[config.mk]
export PLATFORM = sky130hd
export DESIGN_NAME = lpso_scan
export DESIGN_NICKNAME = d
export VERILOG_FILES = /design/src/design/lpso_pkg.sv /design/src/design/lpso_scan.sv
export SDC_FILE = /design/constraint.sdc
export NUM_CORES = 1
export LEC_CHECK = 0
export ABC_AREA = 1
export BUFFER_PORTS_ARGS = -buffer_cell sky130_fd_sc_hd__buf_2
export CORE_ASPECT_RATIO = 1.5
export CORE_MARGIN = 5
export CORE_UTILIZATION = 39
export DETAILED_ROUTE_END_ITERATION = 10
export PLACE_DENSITY_LB_ADDON = 0.25
export SETUP_SLACK_MARGIN = 0.1
export SYNTH_ARGS = -nofsm -noshare
export SYNTH_HDL_FRONTEND = slang
export SYNTH_SLANG_ARGS = --single-unit
[constraint.sdc]
create_clock -name i_clk -period 6.6 [get_ports i_clk]
set_input_delay 1.65 -clock i_clk [delete_from_list [all_inputs] [get_ports i_clk]]
set_output_delay 1.65 -clock i_clk [all_outputs]
set_load 0.01 [all_outputs]
[src/design/lpso_pkg.sv]
// Shared types and constants for the largest plus sign order block.
`default_nettype none

package lpso_pkg;

    // Operation codes carried by an input transaction.
    typedef enum logic [1:0] {
        OP_CLEAR   = 2'd0,
        OP_BLOCK   = 2'd1,
        OP_COMPUTE = 2'd2,
        OP_NONE    = 2'd3
    } t_op;

    // Result field width and its saturation point.
    localparam int ORDER_W   = 6;
    localparam int ORDER_MAX = 63;

    // Control that travels with one cell from the issue stage to the scan stage.
    typedef struct packed {
        logic valid;
        logic bwd;        // backward pass (right and down runs)
        logic first_row;  // first row of the pass: column runs start from zero
        logic row_start;  // first cell of the row: row run starts from zero
        logic blocked;
    } t_cell_ctl;

endpackage

`default_nettype wire

[src/design/lpso_scan.sv]
// Per-cell run update, minimum and running maximum of the plus sign scan.
`default_nettype none

module lpso_scan #(
    parameter int SW = 7
) (
    input  wire logic               i_clk,
    input  wire logic               i_rst_n,
    input  wire lpso_pkg::t_cell_ctl i_ctl,
    input  wire logic               i_clear_best,
    input  wire logic [SW-1:0]      i_col_rd,
    input  wire logic [SW-1:0]      i_fmin_rd,
    output logic      [SW-1:0]      o_col_run,
    output logic      [SW-1:0]      o_fmin,
    output logic      [SW-1:0]      o_best
);

    logic [SW-1:0] r_run;
    logic [SW-1:0] n_run;
    logic [SW-1:0] r_best;
    logic [SW-1:0] n_best;
    logic [SW-1:0] run_prev;
    logic [SW-1:0] col_prev;
    logic [SW-1:0] col_new;
    logic [SW-1:0] leg;
    logic [SW-1:0] cand;

    // Extend the row run and the column run through this cell.
    always_comb begin
        run_prev = i_ctl.row_start ? '0 : r_run;
        col_prev = i_ctl.first_row ? '0 : i_col_rd;
        n_run    = i_ctl.blocked ? '0 : run_prev + SW'(1);
        col_new  = i_ctl.blocked ? '0 : col_prev + SW'(1);
        leg      = (n_run < col_new) ? n_run : col_new;
        cand     = (leg < i_fmin_rd) ? leg : i_fmin_rd;
    end

    // Track the best arm length over open cells of the backward pass.
    always_comb begin
        n_best = r_best;
        if (i_clear_best) begin
            n_best = '0;
        end else if (i_ctl.valid && i_ctl.bwd && !i_ctl.blocked && (cand > r_best)) begin
            n_best = cand;
        end
    end

    always_ff @(posedge i_clk) begin
        if (!i_rst_n) begin
            r_run  <= '0;
            r_best <= '0;
        end else begin
            if (i_ctl.valid) begin
                r_run <= n_run;
            end
            r_best <= n_best;
        end
    end

    assign o_col_run = col_new;
    assign o_fmin    = leg;
    assign o_best    = r_best;

endmodule

`default_nettype wire

### Word level (Yosys, flattened, before mapping)

Cells that the tools add are included.

* add/subtract/negate cells: 2
* magnitude comparators: 3
* muxes and demuxes: 6
* bitwise operators: 1
* reductions and logical operators: 5

Operators by type and width (count)
* 2-to-1 mux 7 bit: 6
* adder 7 x 1 -> 7 bit, second input constant: 2
* less-than comparator 7 bit: 2
* greater-than comparator 7 bit: 1
* logical AND 1 bit: 3
* OR reduction 2 bit: 1
* logical NOT 1 bit: 1
* inverter 1 bit: 1

* register bits: 14
* bits of input ports: 22
* output and inout port bits: 21

### Logic depth before layout (Yosys ltp)

Gate-level depths: netlist of run 1.

* depth after elaboration: 9
* depth in mapped cells: 40
* mapped depth without buffers: 39

### Worst setup path after synthesis of run 1

Ideal clock, no wire load.

* kind: input-to-reg
* start point: input i_ctl[2] in the netlist's numbering
* end point: register r_best[0], in the netlist o_best[0]
* library setup time: 109 ps
* arrival time: 6271 ps
* slack: 221 ps
* stages on the path: 31
* buffers on the path: 1
* path through: inv_2 -> nand2_1 -> inv_1 -> ha_1 -> inv_1 -> nor2_1 -> nand3_1 -> nor2_1 -> a21oi_1 -> nor2_1 -> inv_1 -> ha_1 -> a21oi_1 -> nand2_2 -> buf_6 -> o21ai_1 -> ha_1 -> a21oi_1 -> nor2_1 -> a211oi_2 -> nand3_1 -> and2_1 -> ha_1 -> nand2_1 -> or3_1 -> nand3_1 -> inv_1 -> nor2_1 -> nor2_1 -> nand2_1 -> inv_1

* word-level cells in the longest chain between the ends: 9

RTL lines
* start: declaration: RTL line lpso_scan.sv:9 `input wire lpso_pkg::t_cell_ctl i_ctl,`
* 2-to-1 mux 7 bit (*): RTL line lpso_scan.sv:31 `col_prev = i_ctl.first_row ? '0 : i_col_rd;`
* adder 7 x 1 -> 7 bit (*): RTL line lpso_scan.sv:33 `col_new = i_ctl.blocked ? '0 : col_prev + SW'(1);`
* 2-to-1 mux 7 bit (*): RTL line lpso_scan.sv:33
* via o_col_run[6]: RTL line lpso_scan.sv:13 `output logic [SW-1:0] o_col_run,`
* less-than comparator 7 bit (*): RTL line lpso_scan.sv:34 `leg = (n_run < col_new) ? n_run : col_new;`
* 2-to-1 mux 7 bit (*): RTL line lpso_scan.sv:34
* via o_fmin[4]: RTL line lpso_scan.sv:14 `output logic [SW-1:0] o_fmin,`
* less-than comparator 7 bit: RTL line lpso_scan.sv:35 `cand = (leg < i_fmin_rd) ? leg : i_fmin_rd;`
* 2-to-1 mux 7 bit (*): RTL line lpso_scan.sv:35
* greater-than comparator 7 bit: RTL line lpso_scan.sv:43 `end else if (i_ctl.valid && i_ctl.bwd && !i_ctl.blocked && (cand > r_best)) begin`
* logical AND 1 bit: RTL line lpso_scan.sv:43
* end signal: assignment: RTL line lpso_scan.sv:56 `r_best <= n_best;`
* end: declaration: RTL line lpso_scan.sv:20 `logic [SW-1:0] r_best;`

The timed path passes the listed nets; every way through them passes the cells marked *.
A chain may end at the register's enable or synchronous reset.

### Worst setup path after layout of run 1

* start point: input i_ctl[2] in the netlist's numbering
* end point: output o_fmin[2]

* word-level cells in the longest chain between the ends: 5

RTL lines (RTL line)
* 2-to-1 mux 7 bit (*): lpso_scan.sv:31
* adder 7 x 1 -> 7 bit (*): lpso_scan.sv:33
* 2-to-1 mux 7 bit (*): lpso_scan.sv:33
* less-than comparator 7 bit: lpso_scan.sv:34
* 2-to-1 mux 7 bit (*): lpso_scan.sv:34
* end: declaration: lpso_scan.sv:14

Mark *: on every way between the ends. The rest lies on a longest branch, timed or not.

==> results.txt, run 1 <==
The hold buffer count at cts came out at 0. The final count of negative-setup-slack endpoints came out at 0. The leakage power figure came out at 1.12 nW. The number of cells traversed by the worst hold path came out at 2.

In this run, the number of DRC markers left after iteration 0 of detailed routing was 69. The number of pins exceeding their max-slew limit in the final report is 0. The number of hold violations in the final report is 0.

The start-to-end type of the worst setup path is in -> out. The final worst-path setup slack came out at about 0.7 ns. The overall routed net length came out at roughly 4300 microns. The area of the core is ~4000 sq um. The later pin in the worst-skew pair is clocked with a latency of about 0.25 ns. The via count of the first global-routing pass came out at between 1500 and 2000. The count of yosys warnings during synthesis came out at 0. The reg-to-reg endpoint is o_best[3].

The number of nets in the synthesized netlist came out at just over 300. The clock passes through at most 2 buffers. The post-route antenna net violation count is 0. The netlist area before placement came out at around 1600 sq um. between 40 and 50 I/O pins were placed. The pin count of the biggest net entering global routing came out at 16.

The number of antenna cells inserted came out at 0. The largest fanout on the critical path is 6. The unique cell type count in the Yosys netlist came out at 25. Clock-pin slew was measured on the worst setup and hold paths at around 0.060 ns. Global routing finished with a remaining overflow of 0.

STA classifies the critical path startpoint as a primary input. The CTS tree is done. TritonCTS created 3 clock buffers. The worst relative slew slack is 71.3%. In the routed design, unresolved DRC markers number 0. The critical path startpoint is i_ctl[2]. The flow ran to the end, and the final reports show no timing, DRC or antenna violations.

After layout, the worst path uses between 80 and 90% of the clock period. The clock group share of total power is between 20% and 30%. The die covers roughly 5500 sq um. The overall fraction of global-route tracks in use came out at 16.4%. The setup TNS after final layout is 0 ns.

The depth of the most critical reg-to-reg path came out at 35. The number of flip-flops and latches in the synthesized netlist is 14. In this run switching power makes up a little over a third of total power. The number of antenna violations at the first check in global routing came out at 0.

The share of cells above drive strength 1 is a little over a quarter. The synthesized instance count is ~270. The number of sinks handled by clock tree synthesis came out at 14. The first detailed-routing pass took 4 iterations. The worst hold path terminates at r_run[0]. In this run the mean area of a mapped cell was between 6 and 7 sq um. Leaving out fill and tap cells, the most frequent cell in the layout is sky130_fd_sc_hd__nand2_1. The via count came out at ~1800. The global-route wire length before repair came out at 7160 microns. The pin slew with the least headroom to its limit came out at 0.429 ns. Summing the sequential cell areas from Yosys gives 17.6% of the chip area. The start point of the worst hold path is r_run[0]. The initial core utilization came out at between 40% and 50%. The worst-case vdd ir drop came out at approximately 0.099 mV. Setup repair after global routing left no endpoint under its margin. The routability congestion estimate from global placement is around 0.90. For this design the total switching power over the nets is approximately 0.00011 W. STA puts the critical path data arrival time at 4.23 ns. The worst setup path is captured at a primary output. The port buffer count came out at 42. The setup check on the worst reg-to-reg path leaves a slack of approximately 2 ns.

The depth of the CTS H-tree is 1. Clock tree synthesis selected as its root buffer the cell sky130_fd_sc_hd__clkbuf_8. In the final routed layout, each cell accounts on average for 11.9 microns. The sequential share of power came out at 30.7%. The worst hold path belongs to the class reg -> reg.

The final net count is 358. From synthesis to final layout, the design area changed by 23.8%. Cell internal power was estimated by the tool at 0.000189 W. In this run, the combinational gates consume 40.1% of the power.

The die is 88.2 microns tall. The estimated wirelength of the detail-placed design is between 3000 and 4000 microns. Static timing analysis puts the maximum clock frequency at 0.170 GHz. The clock period could shrink to between 5 and 6 ns.

The number of placement rows came out at 28. In this run the power density over the cells is 150 nW/um^2. The number of placed instances, taps included came out at about 350. Cells fill about 50% of the core in the end. The number of max-cap violations came out at 0. The pre-CTS setup slack is between 0.2 and 0.25 ns. On the final layout, the worst hold slack is roughly 0.53 ns. The filler-free cell count of the finished design came out at 360. The width of the die came out at roughly 62 microns. The detailed-route vias per instance is between 4 and 5.

STA puts the critical path data required time at 4.95 ns. The worst reg2reg path startpoint is r_run[0]. The library cells used most frequently in the layout, excluding fill and tap cells, are sky130_fd_sc_hd__nand2_1 (52), sky130_fd_sc_hd__inv_1 (50), sky130_fd_sc_hd__buf_2 (42), sky130_fd_sc_hd__nor2_1 (27), sky130_fd_sc_hd__nand3_1 (26). Clock skew on the completed layout was measured at around 0.0011 ns.
## worst max-delay path, cell delays in order
cell and delay (ns):
sky130_fd_sc_hd__buf_2 0.12, sky130_fd_sc_hd__inv_2 0.09, sky130_fd_sc_hd__nand2_1 0.08, sky130_fd_sc_hd__inv_1 0.08, sky130_fd_sc_hd__ha_1 0.18, sky130_fd_sc_hd__inv_1 0.05, sky130_fd_sc_hd__nor2_1 0.16, sky130_fd_sc_hd__nand3_1 0.12
sky130_fd_sc_hd__nor2_1 0.14, sky130_fd_sc_hd__a21oi_1 0.07, sky130_fd_sc_hd__nor2_2 0.15, sky130_fd_sc_hd__inv_1 0.06, sky130_fd_sc_hd__ha_1 0.31, sky130_fd_sc_hd__nand2_1 0.07, sky130_fd_sc_hd__a21oi_2 0.12, sky130_fd_sc_hd__nand2_2 0.09
sky130_fd_sc_hd__nand2_2 0.11, sky130_fd_sc_hd__buf_4 0.15, sky130_fd_sc_hd__nand2_1 0.05, sky130_fd_sc_hd__o21ai_1 0.12, sky130_fd_sc_hd__buf_4 0.15, sky130_fd_sc_hd__buf_2 0.12
## Yosys cell counts
cell | count | area share, %
sky130_fd_sc_hd__nand3_2 | 2 | 1.3
sky130_fd_sc_hd__clkbuf_1 | 1 | 0.24
sky130_fd_sc_hd__nor2_1 | 28 | 6.6
sky130_fd_sc_hd__nand2_4 | 1 | 0.71
sky130_fd_sc_hd__a21oi_1 | 23 | 7.2
sky130_fd_sc_hd__a211oi_2 | 1 | 0.79
sky130_fd_sc_hd__inv_1 | 51 | 12
sky130_fd_sc_hd__or3_1 | 1 | 0.39
sky130_fd_sc_hd__inv_2 | 3 | 0.71
sky130_fd_sc_hd__buf_2 | 1 | 0.31
sky130_fd_sc_hd__and2_1 | 1 | 0.39
sky130_fd_sc_hd__nand4_1 | 2 | 0.79
sky130_fd_sc_hd__o21ai_1 | 6 | 1.9
sky130_fd_sc_hd__buf_6 | 1 | 0.71
sky130_fd_sc_hd__nor3_1 | 3 | 0.94
sky130_fd_sc_hd__dfxtp_1 | 14 | 18
sky130_fd_sc_hd__a21oi_2 | 1 | 0.55
sky130_fd_sc_hd__o22ai_1 | 1 | 0.39
sky130_fd_sc_hd__nand2_8 | 1 | 1.3
sky130_fd_sc_hd__o21ai_0 | 11 | 3.5
sky130_fd_sc_hd__ha_1 | 20 | 16
sky130_fd_sc_hd__nand2_1 | 52 | 12
sky130_fd_sc_hd__nand2_2 | 12 | 4.7
sky130_fd_sc_hd__nand3_1 | 26 | 8.2
sky130_fd_sc_hd__nor2_2 | 2 | 0.79
## how the worst max path moves through the flow
stage | endpoint | slack (ns) | depth (start not counted)
after floorplan | o_best[0] | 0.22 | 31
after global placement | o_best[5] | 0.32 | 37
after detailed placement | o_best[5] | 0.24 | 34
after CTS | o_best[5] | 0.50 | 34
after global routing | o_best[3] | 0.15 | 37
final | o_fmin[2] | 0.72 | 22
## timing repair
| item | in CTS | in global routing |
|---|---|---|
| resized for setup | 0 | 9 |
| setup buffers | 0 | 2 |
| hold endpoints to repair | 0 | 0 |
| endpoints found under the setup margin | 0 | 7 |
## power groups by stage
stage | logic [W] | registers (W) | clock network, W
final | 0.000119 | 0.0000908 | 0.0000866
after global routing | 0.000136 | 0.0000911 | 0.0000967
after CTS | 0.000113 | 0.0000907 | 0.0000931
after detailed placement | 0.000113 | 0.0000926 | 0
after global placement | 0.000111 | 0.0000925 | 0
after floorplan | 0.0000784 | 0.0000931 | 0
## state kept, by name (all words and copies together), names as in the netlist
register	cells
o_best	7
r_run	7
## layer usage
layer / up-vias / share of wire (%) / GRT usage [%]
met5: - / 0 / 0
met2: 43 / 52 / 30.3
met3: 10 / 4.2 / 3.21
met4: 0 / 2.9 / 9.47
met1: 778 / 41 / 17.0
li1: 948 / - / -
## final cells by class
type | count | area, sq um
Fill cell | 442 | 1990
Multi-Input combinational cell | 195 | 1120
Sequential cell | 14 | 280
Timing Repair Buffer | 48 | 255
Inverter | 54 | 203
Tap cell | 45 | 56.3
Clock buffer | 4 | 55.1
## cell families (layout without fill, tap and decap cells)
logic type / after synthesis / after routing / synth area share, %
simple gates: 131 / 132 / 38.3
buf+inv: 57 / 106 / 14.0
compound gates: 43 / 43 / 14.3
fa+ha+maj: 20 / 20 / 15.7
flops: 14 / 14 / 17.6
## per-stage QoR
stage          cell area (sq um)  total power [W]
2_1_floorplan               1590         0.000171
3_3_place_gp                1870         0.000204
3_5_place_dp                1870         0.000205
4_1_cts                     1920         0.000297
5_1_grt                     1970         0.000324
6_report                    1970         0.000296
(Power assumes the default switching activity.)
==> inputs of run 2 (changes only) <==
==> constraint.sdc (replaced) <==
create_clock -name i_clk -period 6.6 [get_ports i_clk]
set_input_delay 0.99 -clock i_clk [delete_from_list [all_inputs] [get_ports i_clk]]
set_output_delay 0.99 -clock i_clk [all_outputs]
set_load 0.01 [all_outputs]
==> run 2 against run 1 <==
Effect of this change:
- worst setup slack better by 0.13 ns
- clock power rose by 3.9%
- combinational power decreased by 6%
- clock-buffer cell count did not move
- utilization decreased by 1.3 points
- wire length rose by 0.26%
==> results.txt, run 2 (same netlist as run 1, synthesis figures left out) <==
The overall die area is 5480 sq um (unchanged). In this run the worst hold path is classified as reg -> reg. The number of placed instances, taps included was 349 (-1.1%). The number of sinks handled by clock tree synthesis came out at 14 (unchanged). After detailed routing, no signal wire sits above met4.

The share of cells above drive strength 1 is 22.7% (-3.4 points). The average wire per cell in the routed design is 12.1 microns (+2.0%). The clock buffer count from CTS is 3 (unchanged). The number of hold violations in the final report came out at 0 (unchanged). The setup TNS after final layout is 0 ns (unchanged). The number of placement rows came out at 28 (unchanged). The width of the die came to 62.1 microns (unchanged). The leakage power figure is 1.10 nW (-2.2%). The clock input transition at the sequential cells of the worst setup and hold paths is 0.07 ns (about the same). The pin count of the biggest net entering global routing is 16 (unchanged). The largest fanout on the critical path is 13 (+7). The flow ran to the end, and the final reports show no timing, DRC or antenna violations. The largest stage delay on the critical path was 0.31 ns (about the same). The library cells used most frequently in the layout, excluding fill and tap cells, are sky130_fd_sc_hd__nand2_1 (52), sky130_fd_sc_hd__inv_1 (51), sky130_fd_sc_hd__buf_2 (42), sky130_fd_sc_hd__nor2_1 (28), sky130_fd_sc_hd__nand3_1 (26). The pin slew with the least headroom to its limit is 0.434 ns (+0.00453 ns).

The setup path with the least slack is of type in -> reg. The area growth from synthesis to layout is 20.7%. The global-route wire length before repair is 7300 microns (+2.0%). The data required time at the worst endpoint is 6.76 ns (+1.81 ns).

The die height is 88.2 microns (unchanged). The number of pins exceeding their max-slew limit in the final report is 0 (unchanged). The total DRC errors in the routed layout came out at 0 (unchanged). The worst relative slew slack is 71.0% (-0.30 points).

The sum of internal, switching and leakage power came to 0.000293 W (-1.1%). The initial core utilization is 40.2% (unchanged). The clock latency on the worst-skew pair came out at 0.25 ns (about the same). The detailed-route vias per instance is 4.92 (-0.42%). The slowest stage of the critical path is the sky130_fd_sc_hd__ha_1 cell. The worst setup path is captured at a register. The data arrival time of the critical path came to 5.91 ns (+1.68 ns). The depth of the CTS H-tree is 1 (unchanged). The number of antenna cells inserted came out at 0 (unchanged). The overall fraction of global-route tracks in use is 16.6% (+0.20 points).

The leading cell type in the layout, fill and taps excluded is sky130_fd_sc_hd__nand2_1. The overall routed net length is 4280 microns (+0.26%). The via count is 1742 (-2.1%).

The combined flip-flop and latch cell area came out at 280 sq um (unchanged). The number of iterations in the first detailed-routing pass came to 4 (unchanged). The met1 layer wirelength in the final routing was 1720 microns (-1.4%). The final setup skew came out at 0.00220 ns (+0.00113 ns).

The final net count was 352 (-1.7%). The count of buffering cells on the critical path with inverters included is 8 (unchanged). STA classifies the critical path startpoint as a primary input. The estimated wirelength of the detail-placed design came out at 3640 microns (about the same). The post-placement cell area came to 1840 sq um (-1.6%). The multi-input gate area in the final layout is 1090 sq um (-2.2%).

The final critical delay including setup and external delays came out at 5.75 ns (-0.129 ns). The root buffer cell chosen for the clock tree is sky130_fd_sc_hd__clkbuf_8. The power per standard cell area is 153 nW/um^2 (+1.5%). The filler-free cell count of the finished design was 354 (-1.7%). The number of antenna violations at the first check in global routing is 0 (unchanged). Grouping stages by cell kind, the critical path spends the most delay in simple AND/OR/NAND/NOR gates.

Setup repair after global routing left no endpoint under its margin. The maximum clock path buffer count is 2 (unchanged). The final non-filler cell area is 1920 sq um (-2.5%). The fill cell total of the finished layout is 438 (-0.90%). The via count of the first global-routing pass is 1745 (+0.93%). The share of the core filled with cells in the final layout is 48.5% (-1.3 points).

The most common cell type on the critical path is sky130_fd_sc_hd__inv_1. The number of max-cap violations was 0 (unchanged). The DRC marker count from the first detailed-route iteration came out at 45 (-35%). The port buffer count is 42 (unchanged). The worst-case vdd ir drop is 0.0791 mV (-20%). The count of boundary I/O pins is 43 (unchanged). The CTS tree is done. The final period utilization came out at 87.2% (-2.0 points).

The routability congestion estimate from global placement came to 0.826 (-7.8%). The wire length on met2 came out at 2290 microns (+2.8%). The final count of negative-setup-slack endpoints was 0 (unchanged). The global-route congestion overflow total came out at 0 (unchanged). The post-route antenna net violation count came out at 0 (unchanged).

The met3 layer wire length in the routed design is 181 microns (+1.7%). The highest achievable clock rate is 0.174 GHz (+2.3%). The area of the core is 3960 sq um (unchanged).
[run 2: metrics by stage]
stage	hold WS, ns	setup WS [ns]
after floorplan	0.490	0.881
after global placement	0.511	0.417
after detailed placement	0.515	0.343
after CTS	0.533	0.599
after global routing	0.597	0.194
final	0.533	0.845
[run 2: timing repair]
item / 4_1_cts / 5_1_grt
setup endpoints to repair: 0 / 7
resized for setup: 0 / 1
hold buffers: 0 / 0
setup buffers: 0 / 1
[run 2: final cells by class]
class | instances | area share, %
Sequential cell | 14 | 14.6
Multi-Input combinational cell | 194 | 57.0
Tap cell | 45 | 2.93
Timing Repair Buffer | 43 | 12.0
Inverter | 54 | 10.6
Clock buffer | 4 | 2.87
[run 2: power by group]
group | leakage, nW | switching [W] | internal (W)
registers | 0.114 | 0.00000240 | 0.0000884
clock network | 0.0288 | 0.0000370 | 0.0000530
logic | 0.957 | 0.0000687 | 0.0000431
[run 2: final timing paths]
path / start / end / slack, ns / cells after the start
worst min register to register: r_run[1] / r_run[1] / 0.53 / 2
worst max register to register: r_run[0] / o_best[5] / 1.58 / 32
worst min-delay path: r_run[1] / r_run[1] / 0.53 / 2
worst max-delay path: i_ctl[2] / o_best[5] / 0.85 / 34
[run 2: per-layer routing]
layer  global-route usage, %  up-vias
met5                       0        -
met2                    34.1       44
li1                        -      933
met1                    15.3      755
met4                    6.11        0
met3                    3.98       10
[run 2: worst min-delay path: cells and delay by family, from the launching register on]
kind	cells	cell delay (ns)
flip-flops	1	0.32
AO/OA/AOI/OAI	2	0.17
